`src/design/ssc_div_cell.sv`:
```
// ----------------------------------------------------------------------------
// ssc_div_cell
// One restoring division step: shifts one dividend bit into the partial
// remainder and one quotient bit into the dividend/quotient register.
// ----------------------------------------------------------------------------
module ssc_div_cell #(
  parameter int DW = 16,
  parameter int QW = 32,
  parameter int SW = 8
) (
  input  logic          clk,
  input  logic          rst_n,
  input  logic          vld_i,
  input  logic [DW-1:0] rem_i,
  input  logic [DW-1:0] div_i,
  input  logic [QW-1:0] dq_i,
  input  logic [SW-1:0] side_i,
  output logic          vld_o,
  output logic [DW-1:0] rem_o,
  output logic [DW-1:0] div_o,
  output logic [QW-1:0] dq_o,
  output logic [SW-1:0] side_o
);

  logic          vld_r;
  logic [DW-1:0] rem_r, rem_nxt;
  logic [DW-1:0] div_r;
  logic [QW-1:0] dq_r, dq_nxt;
  logic [SW-1:0] side_r;
  logic [DW:0]   trial;
  logic [DW:0]   diff;
  logic          ge;

  always_comb begin
    trial   = {rem_i, dq_i[QW-1]};
    diff    = trial - {1'b0, div_i};
    ge      = trial >= {1'b0, div_i};
    rem_nxt = ge ? diff[DW-1:0] : trial[DW-1:0];
    dq_nxt  = {dq_i[QW-2:0], ge};
  end

  always_ff @(posedge clk) begin
    if (!rst_n) begin
      vld_r <= 1'b0;
    end else begin
      vld_r <= vld_i;
    end
  end

  always_ff @(posedge clk) begin
    rem_r  <= rem_nxt;
    div_r  <= div_i;
    dq_r   <= dq_nxt;
    side_r <= side_i;
  end

  assign vld_o  = vld_r;
  assign rem_o  = rem_r;
  assign div_o  = div_r;
  assign dq_o   = dq_r;
  assign side_o = side_r;

endmodule

```
`config.mk`:
```
export PLATFORM = sky130hd
export DESIGN_NAME = ssc_div_cell
export DESIGN_NICKNAME = d
export VERILOG_FILES = /design/src/design/ssc_div_cell.sv
export SDC_FILE = /design/constraint.sdc
export NUM_CORES = 1
export LEC_CHECK = 0
export ABC_AREA = 1
export ABC_CLOCK_PERIOD_IN_PS = 1450
export BUFFER_PORTS_ARGS = -buffer_cell sky130_fd_sc_hd__buf_2
export CAP_MARGIN = 15
export CORE_ASPECT_RATIO = 0.5
export CORE_MARGIN = 3
export CORE_UTILIZATION = 42
export CTS_BUF_LIST = sky130_fd_sc_hd__clkbuf_8
export DETAILED_ROUTE_END_ITERATION = 10
export GPL_TIMING_DRIVEN = 0
export PLACE_DENSITY_LB_ADDON = 0.15
export RECOVER_POWER = 25
export SLEW_MARGIN = 40
export SYNTH_ARGS = -nofsm -noshare
export SYNTH_HDL_FRONTEND = slang
export SYNTH_SLANG_ARGS = --single-unit
export TNS_END_PERCENT = 10
```
`constraint.sdc`:
```
create_clock -name clk -period 1.45 [get_ports clk]
set_input_delay 0.145 -clock clk [delete_from_list [all_inputs] [get_ports clk]]
set_output_delay 0.145 -clock clk [all_outputs]
set_load 0.1 [all_outputs]
```
Yosys cells after proc, flatten, opt, wreduce, memory -nomap -nowiden:

Index checks and enable logic that the tools add are counted.

* flip-flop bits (word level): 73
* bits in latches: 0
* bits in writable memories: 0
* bits in read-only memories: 0
* bits of input ports: 75
* output and inout bits: 73
* logic and storage cells: 8
* memories kept: 0

* $add $sub $neg: 1
* multipliers: 0
* divide/modulo/power cells: 0
* $lt $le $gt $ge: 1
* equality and inequality tests: 0
* shifts and indexed selects: 0
* multiplexer cells: 1
* bitwise gates (word level): 0
* reduce and logical (&&, ||, !) cells: 0

Operators with widths (count)
* 17-bit by 16-bit >= comparator with 1-bit output: 1
* 16-bit two-way mux: 1
* 16-bit subtractor: 1

Depth between registers and ports, before layout:

* depth after elaboration: 2
* depth in mapped cells: 14
* gate-level depth less buffers: 13

Worst setup path after synthesis:

OpenSTA, ideal clock, no wires.

* kind: input port to flip-flop
* from: input div_i[3]
* to: register rem_r[12] (netlist: rem_o[12])
* library setup time: 0.113 ns
* arrival time: 1.362 ns
* required time: 1.337 ns
* slack: -0.025 ns
* cell stages on the path: 14
* path buffers: 2
* cell sequence: inv_1 > ha_1 > nand2_1 > inv_1 > nand2_1 > nand2_1 > nand2_1 > nand3_2 > nand2_1 > nand2_2 > buf_6 > buf_12 > nand3_1 > nand2_1

* longest elaborated chain between the ends: 2
* elaborated cells on any way between the ends: 3
* those cells by class: add/sub: 1; order compare: 1; mux: 1

Ends and longest elaborated chain
* start, declared: line 15 `input logic [DW-1:0] div_i,`
* 17-bit by 16-bit >= comparator with 1-bit output: line 37 `ge = trial >= {1'b0, div_i};`
* named net ge: line 32 `logic ge;`
* 16-bit two-way mux: line 38 `rem_nxt = ge ? diff[DW-1:0] : trial[DW-1:0];`
* named net rem_nxt[12]: line 26 `logic [DW-1:0] rem_r, rem_nxt;`
* end signal, assigned: line 51 `rem_r <= rem_nxt;`
* end, declared: line 26

The timed path passes the listed nets, and every way through them passes these cells.
A chain may end at the register's enable or synchronous reset.

Worst setup path after layout:

* from: input div_i[4]
* to: register rem_r[12] (netlist: rem_o[12])

Same word-level chain as after synthesis.

==> metrics.txt <==
outcome=finished, final reports clean; Max IR drop VDD=0.000625 V; Layout Cells excl Fill=659; Post-Place Cells=579; number of port buffers=147; slowest CP cell=ha_4; global placer's final weighted congestion=0.909; root buf cell=clkbuf_8; total gr overflow=0; most common cell after layout, fill and taps aside=buf_2; CTS clk-pin slew, worst paths=70 ps; Seq cells post-synth=73; Clock Sinks=73; largest net degree at the start of global routing=15; CTS tree=yes; core area=6230 um2; Routed WL per cell=12.9 um; post-layout util=74.9%; commonest cells after routing, fill and taps aside=145 x buf_2, 116 x nand2_1, 73 x dfxtp_1; Final nets=658; setup violators final=0; clock share of power=28.3%; Cell Area, Synth=2790 um2; final clock period utilization by the worst path=94.4%; Fin. Hold Viols=0; Req. time, crit path=1680 ps; CTS buffer count=9; Initial Utilization=44.7%; Reg power frac=35.1%; Max clock buf depth=2; post-DP HPWL=5.56 mm; H-Tree Depth=3; Die Span Y=63.6 um; Worst Hold Path EP=rem_o[14]$_DFF_P_; Buf+Inv Stages, Crit Path=5; Chip Width=121 um; Comb pwr share=36.6%; register area=1460 um2; FILL cells=458; Sw Share=41.2%; most used cell, CP=nand2_1; startpoint types=primary input; vias=2822; crit path time final=1370 ps; Crit path max-delay family=simple AND/OR/NAND/NOR gates; IO Pins=148; Slew HR=66.8%; worst hold start=rem_i[13]; post-synth net total=436; Die ar.=7710 um2; vias per inst=4.28; initial antenna violation count=0; Cell Chain, Critical Path=buf_2 > inv_1 > ha_4 > nand2_1 > nand2_1 > inv_1 > nand2_1 > nand2_1 > nand3_2 > nand2_1 > nand2_2 > buf_6 > buf_12 > nand3_1 > nand2_1; worst-margin pin slew=502 ps; Hold Slack=21.8 ps; post-synthesis sequential area ratio=52.4%; Layout area overhead=67.5%; GRT Util Overall=21.7%; setup TNS=0 ps; WHS Path Cells=3; Post-CTS Setup Repair Bufs=0; max cap viols=0; post-synthesis cell type count=22; CP max stage delay=220 ps; DRC Markers=0; initial DRC count=151; CP max FO=10; Max Freq=730 MHz; first-pass GRT wire length=13.0 mm; syn avg cell area=8.10 um2; layout cells sized above 1=34.3%; Routed Antenna Nets=0; Syn. warnings=0; area of the multi-input gates=1230 um2; Hold Path Class=in -> reg; row count=20; drt pass-1 iters=4; Crit Path Class=in -> reg; LEAKAGE=2.51 nW; Worst setup EP type=register; Routed WL=8.52 mm; Power Internal=3.71 mW; post-synthesis cell count=344; vias in the first global route=2734; Switching Power=2.60 mW; PD cells=1350 nW/um2; Slew Limit Fails=0; Critical Path AT=1600 ps; n_diodes=0
flip-flops by register name, summed over array words and instances, names as in the netlist:
name,count
dq_o,32
side_o,8
rem_o,16
vld_o,1
div_o,16
worst max-delay path by stage:
stage                    from           endpoint  slack, ps  depth (start not counted)
floorplan           div_i[14]  rem_o[12]$_DFF_P_        0.8                         12
global placement     div_i[2]  rem_o[12]$_DFF_P_       -340                         13
detailed placement   div_i[2]  rem_o[14]$_DFF_P_       -360                         13
CTS                  div_i[2]  rem_o[14]$_DFF_P_          9                         13
global route         div_i[4]  rem_o[12]$_DFF_P_         -8                         15
finish               div_i[4]  rem_o[12]$_DFF_P_         80                         15
cell families after synthesis:
family,after synthesis,share of synthesized area [%]
AND/OR/NAND/NOR,172,25.8
flip-flops,73,52.4
buffers and inverters,64,9.74
adder cells (fa/ha/maj),17,7.90
AO/OA/AOI/OAI,12,2.24
XOR/XNOR,6,1.89
worst min-delay path, delay by kind of cell:
kind | cells | cell delay [ps]
AND/OR/NAND/NOR | 2 | 100
buffers and inverters | 1 | 90
cells in the mapped netlist:
cell	instances	area share, %
dfxtp_1	73	52
inv_1	61	8.2
nor2_1	16	2.2
nor2_2	3	0.67
ha_1	16	7.2
nand2_2	2	0.45
nand3_2	2	0.72
nand3_1	17	3.1
xor2_1	5	1.6
nor3_1	2	0.36
and2_1	2	0.45
a21oi_1	9	1.6
buf_12	1	0.72
nand2_1	121	16
buf_6	2	0.81
nand3b_1	2	0.54
fa_1	1	0.72
or2_2	1	0.22
xnor2_1	1	0.31
o21bai_1	1	0.27
nand4_1	4	0.90
o21ai_0	2	0.36
what timing repair did:
| action | 4_1_cts | 5_1_grt |
|---|---|---|
| hold buffers | 64 | 0 |
| endpoints found under the setup margin | 0 | 12 |
| endpoints found under the hold margin | 63 | 0 |
| gates resized for setup | 0 | 20 |
routing by layer:
metal  vias up  GRT usage, %  wire length (um)
met4         0          6.56               104
met5         -             0                 0
met3        10          7.62               671
met2        86          38.7              4330
li1       1484             -                 -
met1      1242          24.6              3410
power by group through the flow:
stage	clock (mW)	sequential [mW]	combinational (mW)
after floorplan	0	3.52	0.460
after global placement	0	2.25	2.10
after detailed placement	0	2.26	2.11
after CTS	1.81	2.21	2.25
after global routing	1.92	2.23	2.43
final	1.79	2.21	2.31
through the flow:
step | power [mW] | worst slack, ps | area, um2
finish | 6.31 | 80.7 | 4670
global placement | 4.35 | -344 | 3700
global route | 6.59 | -8.26 | 4670
CTS | 6.27 | 9.19 | 4560
detailed placement | 4.37 | -359 | 3700
floorplan | 3.98 | 0.842 | 2850
final cells by class:
class | count | area share (%)
Clock inverter | 7 | 2.14
Sequential cell | 73 | 31.3
Multi-Input combinational cell | 207 | 26.3
Buffer | 3 | 0.911
Clock buffer | 9 | 2.65
Timing Repair Buffer | 211 | 29.4
Tap cell | 88 | 2.36
Inverter | 61 | 4.90
Power figures use the tool's default switching activity.
