File: config.mk
export PLATFORM = sky130hd
export DESIGN_NAME = ssc_sqrt_cell
export DESIGN_NICKNAME = d
export VERILOG_FILES = /design/src/design/ssc_pkg.sv /design/src/design/ssc_sqrt_cell.sv
export SDC_FILE = /design/constraint.sdc
export NUM_CORES = 1
export LEC_CHECK = 0
export ABC_AREA = 1
export BUFFER_PORTS_ARGS = -buffer_cell sky130_fd_sc_hd__buf_2
export CORE_AREA = 3 3 130 132
export DETAILED_ROUTE_END_ITERATION = 7
export DIE_AREA = 0 0 133 135
export PLACE_DENSITY = 0.68
export SLEW_MARGIN = 15
export SYNTH_ARGS = -nofsm -noshare
export SYNTH_HDL_FRONTEND = slang
export SYNTH_SLANG_ARGS = --single-unit
File: constraint.sdc
create_clock -name clk -period 2.7 [get_ports clk]
set_clock_uncertainty 0.1 [all_clocks]
set_input_delay 0.54 -clock clk [delete_from_list [all_inputs] [get_ports clk]]
set_output_delay 0.54 -clock clk [all_outputs]
set_load 0.02 [all_outputs]
File: src/design/ssc_pkg.sv
// ----------------------------------------------------------------------------
// ssc_pkg
// Shared widths, side-band payload types and the t factor table for the
// sample statistics pipeline.
// ----------------------------------------------------------------------------
package ssc_pkg;

  localparam int CNT_W   = 16;
  localparam int SUM_W   = 40;
  localparam int SQ_W    = 64;
  localparam int FRAC    = 8;
  localparam int MEAN_W  = 32;
  localparam int SD_W    = 32;
  localparam int IV_W    = 34;
  localparam int TF_W    = 12;
  localparam int NUM_W   = CNT_W + SQ_W;
  localparam int DEN_W   = 2 * CNT_W;
  localparam int VAR_W   = 2 * SD_W;
  localparam int ROOT_REM_W = SD_W + 2;
  localparam int TREM_W  = 10;
  localparam int TFR_W   = TREM_W + TF_W;
  localparam int QT_W    = 23;
  localparam int T_RECIP_W  = 29;
  localparam int T_RECIP_SH = 38;
  localparam logic [TREM_W-1:0]    T_SCALE = 10'd1000;
  // ceil(2^38 / 1000), exact quotient by 1000 for any 32-bit operand
  localparam logic [T_RECIP_W-1:0] T_RECIP = 29'd274877907;

  typedef struct packed {
    logic                ok;
    logic                sat;
    logic [CNT_W-1:0]    n;
    logic [SUM_W-1:0]    s;
    logic [SQ_W-1:0]     q;
  } mean_side_t;

  typedef struct packed {
    logic                ok;
    logic                sat;
    logic [MEAN_W-1:0]   mean;
    logic [CNT_W-1:0]    n;
  } var_side_t;

  typedef struct packed {
    logic                ok;
    logic [MEAN_W-1:0]   mean;
    logic [CNT_W-1:0]    n;
  } root_side_t;

  typedef struct packed {
    logic                ok;
    logic [MEAN_W-1:0]   mean;
    logic [SD_W-1:0]     sd;
  } iv_side_t;

  function automatic logic [TF_W-1:0] t_factor(input logic [CNT_W-1:0] dof);
    logic [TF_W-1:0] t;
    t = '0;
    if (dof >= CNT_W'(100)) begin
      t = 12'd1290;
    end else if (dof >= CNT_W'(50)) begin
      t = 12'd1300;
    end else if (dof >= CNT_W'(30)) begin
      t = 12'd1310;
    end else if (dof >= CNT_W'(20)) begin
      t = 12'd1325;
    end else begin
      case (dof[4:0])
        5'd1:    t = 12'd3078;
        5'd2:    t = 12'd1886;
        5'd3:    t = 12'd1638;
        5'd4:    t = 12'd1533;
        5'd5:    t = 12'd1476;
        5'd6:    t = 12'd1440;
        5'd7:    t = 12'd1415;
        5'd8:    t = 12'd1397;
        5'd9:    t = 12'd1383;
        5'd10:   t = 12'd1372;
        5'd11:   t = 12'd1363;
        5'd12:   t = 12'd1356;
        5'd13:   t = 12'd1350;
        5'd14:   t = 12'd1345;
        5'd15:   t = 12'd1341;
        5'd16:   t = 12'd1337;
        5'd17:   t = 12'd1333;
        5'd18:   t = 12'd1330;
        5'd19:   t = 12'd1328;
        default: t = '0;
      endcase
    end
    return t;
  endfunction

endpackage

File: src/design/ssc_sqrt_cell.sv
// ----------------------------------------------------------------------------
// ssc_sqrt_cell
// One digit-by-digit integer square root step: brings down two radicand
// bits and settles one root bit.
// ----------------------------------------------------------------------------
module ssc_sqrt_cell #(
  parameter int SW = 8
) (
  input  logic                                clk,
  input  logic                                rst_n,
  input  logic                                vld_i,
  input  logic [ssc_pkg::ROOT_REM_W-1:0]      rem_i,
  input  logic [ssc_pkg::SD_W-1:0]            root_i,
  input  logic [ssc_pkg::VAR_W-1:0]           rad_i,
  input  logic [SW-1:0]                       side_i,
  output logic                                vld_o,
  output logic [ssc_pkg::ROOT_REM_W-1:0]      rem_o,
  output logic [ssc_pkg::SD_W-1:0]            root_o,
  output logic [ssc_pkg::VAR_W-1:0]           rad_o,
  output logic [SW-1:0]                       side_o
);

  localparam int CW = ssc_pkg::ROOT_REM_W + 2;

  logic                               vld_r;
  logic [ssc_pkg::ROOT_REM_W-1:0]     rem_r, rem_nxt;
  logic [ssc_pkg::SD_W-1:0]           root_r, root_nxt;
  logic [ssc_pkg::VAR_W-1:0]          rad_r;
  logic [SW-1:0]                      side_r;
  logic [CW-1:0]                      cur;
  logic [CW-1:0]                      trial;
  logic [CW-1:0]                      diff;
  logic                               ge;

  always_comb begin
    cur      = {rem_i, rad_i[ssc_pkg::VAR_W-1 -: 2]};
    trial    = {2'b00, root_i, 2'b01};
    diff     = cur - trial;
    ge       = cur >= trial;
    rem_nxt  = ge ? diff[ssc_pkg::ROOT_REM_W-1:0] : cur[ssc_pkg::ROOT_REM_W-1:0];
    root_nxt = {root_i[ssc_pkg::SD_W-2:0], ge};
  end

  always_ff @(posedge clk) begin
    if (!rst_n) begin
      vld_r <= 1'b0;
    end else begin
      vld_r <= vld_i;
    end
  end

  always_ff @(posedge clk) begin
    rem_r  <= rem_nxt;
    root_r <= root_nxt;
    rad_r  <= {rad_i[ssc_pkg::VAR_W-3:0], 2'b00};
    side_r <= side_i;
  end

  assign vld_o  = vld_r;
  assign rem_o  = rem_r;
  assign root_o = root_r;
  assign rad_o  = rad_r;
  assign side_o = side_r;

endmodule

Word-level counts from Yosys, hierarchy flattened
Index checks and enable logic that the tools add are counted.

cells by class
  add/sub/neg operators = 1
  $lt $le $gt $ge = 1
  muxes and demuxes = 1

operators with widths
  cell              number
  $ge A36 B34 Y1    1
  $mux W34          1
  $sub A34 B34 Y34  1

storage, ports and cells
  register bits = 137
  bits of input ports = 141
  output and inout bits = 139
  word-level logic and storage cells = 8

Longest topological paths before layout
Gate-level depths: netlist of the first run.

  depth after elaboration = 2
  mapped depth = 16
  mapped depth without buffers = 15

Least setup slack after synthesis of the first run
OpenSTA, ideal clock, no wires.

  path kind = input to register
  start point = input port root_i[24] in the netlist's numbering
  end point = register rem_r (netlist bit rem_o[25])
  library setup time = 0.113 ns
  data arrival time = 1.909 ns
  required time = 2.487 ns
  slack = 0.578 ns
  stages on the path = 14
  path buffers = 1
  cell sequence = inv_1 ha_1 nand2_2 nor2_2 nand2_1 nor2_2 nand2_1 a21oi_2 nor2_2 nand2_8 inv_4 buf_6 nand2_1 nand2_1

on the way
  longest elaborated chain between the ends = 2

ends and longest elaborated chain
  element                      RTL line             RTL
  start, declared              ssc_sqrt_cell.sv:13  input logic [ssc_pkg::SD_W-1:0] root_i,
  $ge A36 B34 Y1               ssc_sqrt_cell.sv:39  ge = cur >= trial;
  $mux W34                     ssc_sqrt_cell.sv:40  rem_nxt = ge ? diff[ssc_pkg::ROOT_REM_W-1:0] : cur[ssc_pkg::ROOT_REM_W-1:0];
  named net rem_nxt (one bit)  ssc_sqrt_cell.sv:26  logic [ssc_pkg::ROOT_REM_W-1:0] rem_r, rem_nxt;
  end signal, assigned         ssc_sqrt_cell.sv:53  rem_r <= rem_nxt;
  end, declared                ssc_sqrt_cell.sv:26

The timed path passes the listed nets, and every way through them passes these cells.
A chain may end at the register's enable or synchronous reset.

Worst setup path in the final report of the first run
  start point = input port root_i[12] in the netlist's numbering
  end point = register rem_r (netlist bit rem_o[11])

The elaborated chain is that of the path after synthesis.

==> results of run 1 <==
-- stage by stage --
step                hold WS, ps  setup slack, ps
finish                      114              552
global route                101              353
CTS                         101              543
detailed placement          544              105
global placement            542              136
floorplan                   468              578
-- power groups by stage --
stage / sequential [mW] / clock [mW] / combinational (mW)
finish: 2.25 / 2.27 / 1.25
global route: 2.27 / 2.41 / 1.38
CTS: 2.25 / 2.32 / 1.26
detailed placement: 2.30 / 0 / 1.25
global placement: 2.29 / 0 / 1.25
floorplan: 2.54 / 0 / 0.529
-- layout by cell type (no fill, tap or decap) --
cell / Yosys / routed
inv_6: 0 / 5
xor2_1: 15 / 15
inv_4: 1 / 1
nand3_2: 2 / 2
nor4_1: 1 / 1
nand2_2: 5 / 5
clkinv_4: 0 / 2
nand3b_1: 4 / 4
a21oi_2: 2 / 2
a21oi_1: 24 / 24
nor3_1: 3 / 3
nor2_1: 53 / 53
nand2_1: 284 / 284
dfxtp_1: 137 / 137
clkinv_2: 0 / 1
xnor2_1: 3 / 3
ha_1: 34 / 34
buf_4: 5 / 6
and2_1: 2 / 2
inv_1: 140 / 140
bufinv_16: 0 / 1
buf_12: 0 / 3
o21bai_1: 4 / 4
conb_1: 1 / 2
nor2_2: 6 / 6
nand3_1: 38 / 38
clkbuf_16: 0 / 17
buf_2: 0 / 277
nand2_8: 1 / 1
o21ai_0: 12 / 12
clkinvlp_4: 0 / 2
nand4_1: 6 / 6
inv_8: 0 / 4
-- final timing paths --
kind	end	from	cells past startpoint	slack, ps
worst max-delay path	rem_o[11]$_DFF_P_	root_i[12]	15	550
worst min-delay path	side_o[7]$_DFF_P_	side_i[7]	1	110
-- state kept, by name, indices dropped and copies added (netlist names) --
name    cells
root_o     32
rad_o      62
side_o      8
vld_o       1
rem_o      34
-- cells by family after synthesis --
group                    count (synthesis)  share of synthesized area (%)
AND/OR/NAND/NOR                        405                           28.6
buffers and inverters                  149                           10.4
flip-flops                             137                           47.1
XOR/XNOR                                18                           2.71
adder cells (fa/ha/maj)                 34                           7.30
other                                    1                         0.0644
AO/OA/AOI/OAI                           42                           3.91
-- worst max-delay path, stage by stage --
cell and delay (ps):
buf_2 90, inv_1 40, ha_1 340, nand2_1 100, nor2_1 300, nand2_1 100
nor2_1 150, nand2_1 80, a21oi_2 130, nor2_2 70, nand2_8 90, inv_4 50
buf_12 150, nand2_1 60, nand2_1 50
-- layer usage --
metal / share of wire, % / up-vias / global-route usage, %
met2: 51 / 219 / 35.7
li1: - / 2976 / -
met5: 0 / - / 0
met1: 39 / 2427 / 20.8
met4: 2.5 / 0 / 7.27
met3: 6.8 / 39 / 4.99
-- layout make-up --
cell class	instances	area, um2	share of cell area, %
Clock buffer	17	425	5.25
Clock inverter	15	156	1.93
Inverter	141	532	6.56
Multi-Input combinational cell	501	2480	30.7
Sequential cell	137	2740	33.9
Tap cell	216	270	3.34
Timing Repair Buffer	286	1490	18.4
==> results.ini, run 1 <==
[setup_path]
crit_type = in2reg
arrival_ps = 2350
crit_path_end_kind = flip-flop
cp-start-kind = input pin
worstPathMaxFanout = 18
crit_required_ps = 2900

[clocking]
cts_root_buf = clkbuf_16
clock-sinks = 137
cts_buffers = 17
htree_levels = 4
cts_tree = done
cts_resized = 0
post_cts_buffers = 0
hold_buffers = 0
clkTransAtPathRegs_ps = 60
max-clock-path-buffers = 2

[synthesis]
syn_area_per_cell_um2 = 7.41
ys.flop_type = dfxtp_1
syn-cell-area_um2 = 5830
yosys-top-cells-area = dfxtp_1 47%, nand2_1 18%, inv_1 9.0%
ys_seq_elements = 137
async_flop_share_pct = 0
synth_cell_types = 25
yosysTopAreaCell = dfxtp_1
syn_inst = 786
netlist.area_leader.share_pct = 47.1
synth-edff-count = 0
ys_warn_count = 0
synth_common_cells = 284 x nand2_1, 140 x inv_1, 137 x dfxtp_1
yosysMostFrequentCell = nand2_1
yosysSeqAreaShare_pct = 47.1

[timing]
period_minus_slack_ps = 2150
setup_viol = 0
min_period_over_period_pct = 79.5
hold_violations = 0
rsz0062_at_grt = no
finalMaxSlewViolations = 0
max_clock_freq_mhz = 466
setup_tns_ps = 0

[pwr]
power.internal_mw = 3.96
p_seq_share_pct = 39.0
swShare_pct = 31.5
leakagePower_nw = 4.65
power_density_nw_per_um2 = 713
netSwitchingPower_mw = 1.82
p_total_mw = 5.77
ir_drop_uv = 401
p_clk_share_pct = 39.3
combPwrFrac_pct = 21.7

[final_layout]
final_cell_count_no_fill = 1313
final_nets = 1259
drive_gt1_share_pct = 30.5
diodes = 0
syn2layout_area_growth_pct = 39.1
fill_cells = 1558
final_util_pct = 51.2
postLayoutCellArea_um2 = 8100

[placement]
dp.cells = 1281
place.gp.congestion = 0.937
dp.final_hpwl_mm = 14.7
port_buffers = 277
placed_area_um2 = 7520

[job]
max-cap-violations = 0

[routing]
drcViolationCount = 0
wire_per_inst_um = 13.6
antenna_left = 0
dr.pass1.iters = 5
drt-vias-per-instance = 4.31
vias = 5661
drt_wl_total_mm = 17.8
drt-initial-drc-count = 327

[die]
start_util_pct = 36.8
die_w_um = 133
core_area_um2 = 15800
io_pins = 280
die_h_um = 135
fp-row-count = 46
die-area_um2 = 18000

[hold_path]
hold_path.class = in2reg

[global_route]
track_usage_pct = 19.2
grt-ovfl-total = 0
grt_start_max_net_pins = 23
grt_pass1_vias = 5468
antenna_found_initial = 0
grt_pass1_wl_mm = 27.1

[status]
outcome = finished, final reports clean

Power figures use the tool's default switching activity.
==> run 2, diff against run 1 <==
==> constraint.sdc (replaced) <==
create_clock -name clk -period 2.1 [get_ports clk]
set_clock_uncertainty 0.1 [all_clocks]
set_input_delay 0.42 -clock clk [delete_from_list [all_inputs] [get_ports clk]]
set_output_delay 0.42 -clock clk [all_outputs]
set_load 0.02 [all_outputs]
==> run 2 against run 1 <==
  * Sequential share of layout area is 5.8 points lower
  * Die area stayed put
  * Power is 36% higher
  * Clock power is 29% higher
  * Global-route usage is 4.0 points higher
  * Sequential cell count stayed put
  * Clock-buffer cell count stayed put
  * Utilization is 11 points higher
==> results.ini, run 2 (synthesis results as in run 1) <==
[setup_path]
crit_slowest_cell = dlygate4sd3_1
worstPathMaxFanout = 13  ; -5
path_common_cell = nand2_1
crit_path_end_kind = flip-flop
crit_type = in2reg
path_cells = dlygate4sd3_1, buf_2, inv_1, ha_4, nand3_2, nor2_1, nand2_2, nand2_8, buf_4, nand2_1, nand2_1
cp-start-kind = input pin
worst_path_largest_cell_delay_ps = 520  ; +180 ps
crit_required_ps = 2360  ; -540 ps
arrival_ps = 2220  ; -130 ps

[die]
core_area_um2 = 15800  ; unchanged
die_w_um = 133  ; unchanged
start_util_pct = 36.8  ; unchanged
io_pins = 280  ; unchanged
fp-row-count = 46  ; unchanged
die_h_um = 135  ; unchanged
die-area_um2 = 18000  ; unchanged

[clocking]
cts_buffers = 17  ; unchanged
post_cts_buffers = 0  ; unchanged
cts_root_buf = clkbuf_16
htree_levels = 4  ; unchanged
clock-sinks = 137  ; unchanged
max-clock-path-buffers = 2  ; unchanged
cts_tree = done
clkTransAtPathRegs_ps = 60  ; about the same

[final_layout]
final_cell_count_no_fill = 1503  ; +14%
final_cell_mix = 284 x nand2_1, 277 x buf_2, 140 x inv_1
final_nets = 1449  ; +15%
largest_reg_flops = 62  ; unchanged
syn2layout_area_growth_pct = 68.1
drive_gt1_share_pct = 33.7  ; +3.2 points
final_common_cell = nand2_1
fill_cells = 1360  ; -13%
diodes = 0  ; unchanged

[hold_path]
worstHoldPathCells = 1  ; unchanged
hold_path.class = in2reg

[routing]
met2_length_mm = 10.5  ; +15%
wire_per_inst_um = 13.9  ; +2.5%
dr.pass1.iters = 5  ; unchanged
antenna_left = 0  ; unchanged
drt_wl_total_mm = 20.9  ; +17%
vias = 6469  ; +14%
drt-initial-drc-count = 264  ; -19%
top_layer = met4
drt-vias-per-instance = 4.30  ; -0.17%
drcViolationCount = 0  ; unchanged
met1_length_mm = 8.46  ; +21%
wl_met3_mm = 1.18  ; -2.4%

[pwr]
power_density_nw_per_um2 = 800  ; +12%
p_total_mw = 7.83  ; +36%
ir_drop_uv = 545  ; +36%
leakagePower_nw = 5.51  ; +18%

[job]
max-cap-violations = 0  ; unchanged

[global_route]
grt_pass1_wl_mm = 32.8  ; +21%
grt_pass1_vias = 6567  ; +20%
grt_start_max_net_pins = 17  ; -26%
antenna_found_initial = 0  ; unchanged
grt-ovfl-total = 0  ; unchanged
track_usage_pct = 23.2  ; +4.0 points

[placement]
place.gp.congestion = 0.928  ; -0.92%
dp.cells = 1378  ; +7.6%
dp.final_hpwl_mm = 15.4  ; +4.7%
port_buffers = 277  ; unchanged

[timing]
min_period_over_period_pct = 93.3
hold_violations = 0  ; unchanged
max_clock_freq_mhz = 510
setup_viol = 0  ; unchanged
period_minus_slack_ps = 1960
finalMaxSlewViolations = 0  ; unchanged
hold_ws_ps = 12.1  ; -102 ps
rsz0062_at_grt = no

[status]
outcome = finished, final reports clean

-- run 2: where the power goes --
group | internal (mW) | switching, mW | leakage [nW]
Combinational | 0.877 | 1.13 | 4.07
Clock | 1.58 | 1.34 | 0.283
Sequential | 2.84 | 0.0600 | 1.16
-- run 2: path summary, 6_finish.rpt --
check | from | to | slack, ps
setup / recovery | root_i[30] | rem_o[13]$_DFF_P_ | 140
hold / removal | root_i[28] | root_o[29]$_DFF_P_ | 10
-- run 2: what timing repair did --
| item | in CTS | in global routing |
|---|---|---|
| hold buffers | 93 | 0 |
| setup endpoints to repair | 0 | 34 |
| endpoints found under the hold margin | 93 | 0 |
| gates resized for setup | 0 | 3 |
-- run 2: stage by stage --
stage / area, um2 / TNS [ps] / util (%) / setup WS, ps
after CTS: 9770 / 0 / 61.7 / 76.9
after floorplan: 5830 / 0 / - / 97.5
after global routing: 9790 / 0 / 61.9 / 3.74
after global placement: 8260 / -7730 / 52.2 / -253
after detailed placement: 8260 / -7760 / 52.2 / -255
final: 9790 / 0 / 61.9 / 141
-- run 2: critical path, delay by kind of cell --
| kind | cells | cell delay [ps] |
|---|---|---|
| buffers and inverters | 4 | 890 |
| AND/OR/NAND/NOR | 6 | 600 |
| adder cells (fa/ha/maj) | 1 | 290 |
-- run 2: final cells by class --
cell class                 instances  area (um2)  area share [%]
clock inverter                    15         151            1.55
tap                              216         270            2.76
multi-input combinational        501        2510            25.6
timing repair buffer             476        3160            32.3
sequential                       137        2740            28.0
inverter                         141         532            5.43
clock buffer                      17         425            4.35
-- run 2: per-layer routing --
metal / global-route usage (%) / vias to the layer above
met5: 0 / -
met4: 10.2 / 0
met3: 5.40 / 45
met2: 42.5 / 220
met1: 25.6 / 2861
li1: - / 3343
==> run 3, diff against run 2 <==
--- a/config.mk
+++ b/config.mk
@@ -7,10 +7,10 @@
 export LEC_CHECK = 0
 export ABC_AREA = 1
 export BUFFER_PORTS_ARGS = -buffer_cell sky130_fd_sc_hd__buf_2
-export CORE_AREA = 3 3 130 132
+export CORE_AREA = 3 3 144 146
 export DETAILED_ROUTE_END_ITERATION = 7
-export DIE_AREA = 0 0 133 135
-export PLACE_DENSITY = 0.68
+export DIE_AREA = 0 0 147 149
+export PLACE_DENSITY = 0.58
 export SLEW_MARGIN = 15
 export SYNTH_ARGS = -nofsm -noshare
 export SYNTH_HDL_FRONTEND = slang
==> run 3 against run 2 <==
  * Sequential cell count unchanged
  * Critical path depth grew 3
  * Clock power barely moved
  * Via count is 1.4% lower
  * Combinational power barely moved
  * Power shrank 0.14%
  * Worst setup slack got worse by 37 ps
  * Die area is 22% higher
  * Clock-buffer cell count grew 1
  * Maximum frequency fell by 1.9%
  * Utilization decreased by 11 points
  * Sequential power is essentially flat
  * Critical endpoint is now rem_o[31]$_DFF_P_
==> results.ini, run 3 (synthesis results as in run 1) <==
[status]
outcome = finished, final reports clean

[die]
die-area_um2 = 21900  ; +22%
fp-row-count = 51  ; +11%
io_pins = 280  ; unchanged
core_area_um2 = 19500  ; +23%
die_w_um = 147  ; +11%
die_h_um = 149  ; +10%
start_util_pct = 29.8  ; -7.0 points

[routing]
antenna_left = 0  ; unchanged
vias = 6376  ; -1.4%
drt_wl_total_mm = 20.9  ; +0.11%
drt-vias-per-instance = 4.08  ; -5.2%
dr.pass1.iters = 5  ; unchanged
drcViolationCount = 0  ; unchanged
wire_per_inst_um = 13.4  ; -3.7%
drt-initial-drc-count = 182  ; -31%

[global_route]
grt-ovfl-total = 0  ; unchanged
grt_pass1_vias = 6471  ; -1.5%
track_usage_pct = 18.9  ; -4.3 points
grt_pass1_wl_mm = 32.7  ; -0.34%
grt_start_max_net_pins = 17  ; unchanged
antenna_found_initial = 0  ; unchanged

[placement]
placed_area_um2 = 8440  ; +2.2%
dp.final_hpwl_mm = 16.2  ; +5.1%
place.gp.congestion = 0.892  ; -3.9%
port_buffers = 277  ; unchanged
dp.cells = 1441  ; +4.6%

[clocking]
clkTransAtPathRegs_ps = 60  ; about the same
clock-sinks = 137  ; unchanged
cts_root_buf = clkbuf_16
post_cts_buffers = 0  ; unchanged
cts_tree = done
max-clock-path-buffers = 2  ; unchanged
htree_levels = 4  ; unchanged
cts_buffers = 17  ; unchanged

[timing]
rsz0062_at_grt = no
min_period_over_period_pct = 95.1  ; +1.8 points
setup_viol = 0  ; unchanged
hold_violations = 0  ; unchanged
max_clock_freq_mhz = 501  ; -1.9%
finalMaxSlewViolations = 0  ; unchanged
period_minus_slack_ps = 2000  ; +37.3 ps

[job]
max-cap-violations = 0  ; unchanged

[final_layout]
multi_input_area_um2 = 2520  ; +0.40%
diodes = 0  ; unchanged
final_nets = 1459  ; +0.69%
final_cell_mix = 283 x nand2_1, 277 x buf_2, 140 x inv_1
syn2layout_area_growth_pct = 70.4
final_cell_count_no_fill = 1562  ; +3.9%
fill_cells = 1926  ; +42%
drive_gt1_share_pct = 34.8  ; +1.1 points
postLayoutCellArea_um2 = 9930  ; +1.4%
regArea_um2 = 2740  ; unchanged
largest_reg_flops = 62  ; unchanged
final_common_cell = nand2_1

[hold_path]
hold_path.class = in2reg

[setup_path]
crit_required_ps = 2320  ; -40 ps
path_common_cell = nand2_1
crit_slowest_cell = ha_1
worst_path_largest_cell_delay_ps = 320  ; -200 ps
cp-start-kind = input pin
path_cells = buf_2, inv_1, ha_1, buf_4, nand2_1, nand2_1, a21oi_1, nand2_1, nand2_1, nand2_1, nand3_1, nand3_1, nand3_1, nand2_1
arrival_ps = 2220  ; about the same
crit_type = in2reg
worstPathMaxFanout = 3  ; -10
crit_path_end_kind = flip-flop

[pwr]
power.internal_mw = 5.32  ; +0.43%
power_density_nw_per_um2 = 787  ; -1.5%
p_seq_share_pct = 37.1  ; about the same
swShare_pct = 31.9  ; -0.39 points
combPwrFrac_pct = 26.0  ; +0.4 points
p_total_mw = 7.82  ; -0.14%
p_clk_share_pct = 36.9  ; -0.4 points
ir_drop_uv = 530  ; -2.7%
netSwitchingPower_mw = 2.50  ; -1.3%
leakagePower_nw = 5.56  ; +0.86%

[run 3: layout make-up]
| class | instances | area share, % |
|---|---|---|
| timing repair buffer | 486 | 32.6 |
| sequential | 137 | 27.6 |
| multi-input combinational | 501 | 25.3 |
| inverter | 141 | 5.36 |
| clock buffer | 18 | 4.42 |
| tap | 265 | 3.34 |
| clock inverter | 14 | 1.29 |
[run 3: routing by layer]
layer	vias up	part of all wire (%)	track usage, %
li1	3370	-	-
met1	2787	42	21.3
met2	198	52	35.6
met3	21	4.9	3.98
met4	0	2.0	5.78
met5	-	0	0
[run 3: metrics by stage]
step                      setup TNS, ps  utilization [%]  worst slack [ps]  hold slack [ps]
after global routing                  0             50.9              2.78             2.91
after floorplan                       0                -              97.5              348
after global placement            -8180             43.2              -264              423
final                                 0             50.9               104             12.5
after CTS                             0             50.7              22.5            0.235
after detailed placement          -9010             43.2              -305              424
[run 3: worst max-delay path: cells and delay by family]
family / cells / cell delay, ps
compound gates: 1 / 210
fa+ha+maj: 1 / 320
simple gates: 9 / 980
buf+inv: 3 / 300
[run 3: worst paths after layout]
check	from	end	slack, ps	cells past startpoint
setup / recovery	root_i[4]	rem_o[31]$_DFF_P_	100	14
hold / removal	root_i[25]	root_o[26]$_DFF_P_	10	1
[run 3: power groups by stage]
stage                     combinational [mW]  clock (mW)  sequential (mW)
after global routing                    2.23        3.09             2.92
after CTS                               2.04        2.99             2.90
after global placement                  1.88           0             2.96
after detailed placement                1.90           0             2.95
final                                   2.03        2.89             2.90
after floorplan                        0.680           0             3.27
[run 3: timing repair]
item                                    CTS  global route
endpoints found under the setup margin    0            34
hold buffers                             89             0
endpoints found under the hold margin    89             0
gates resized for setup                   0             7
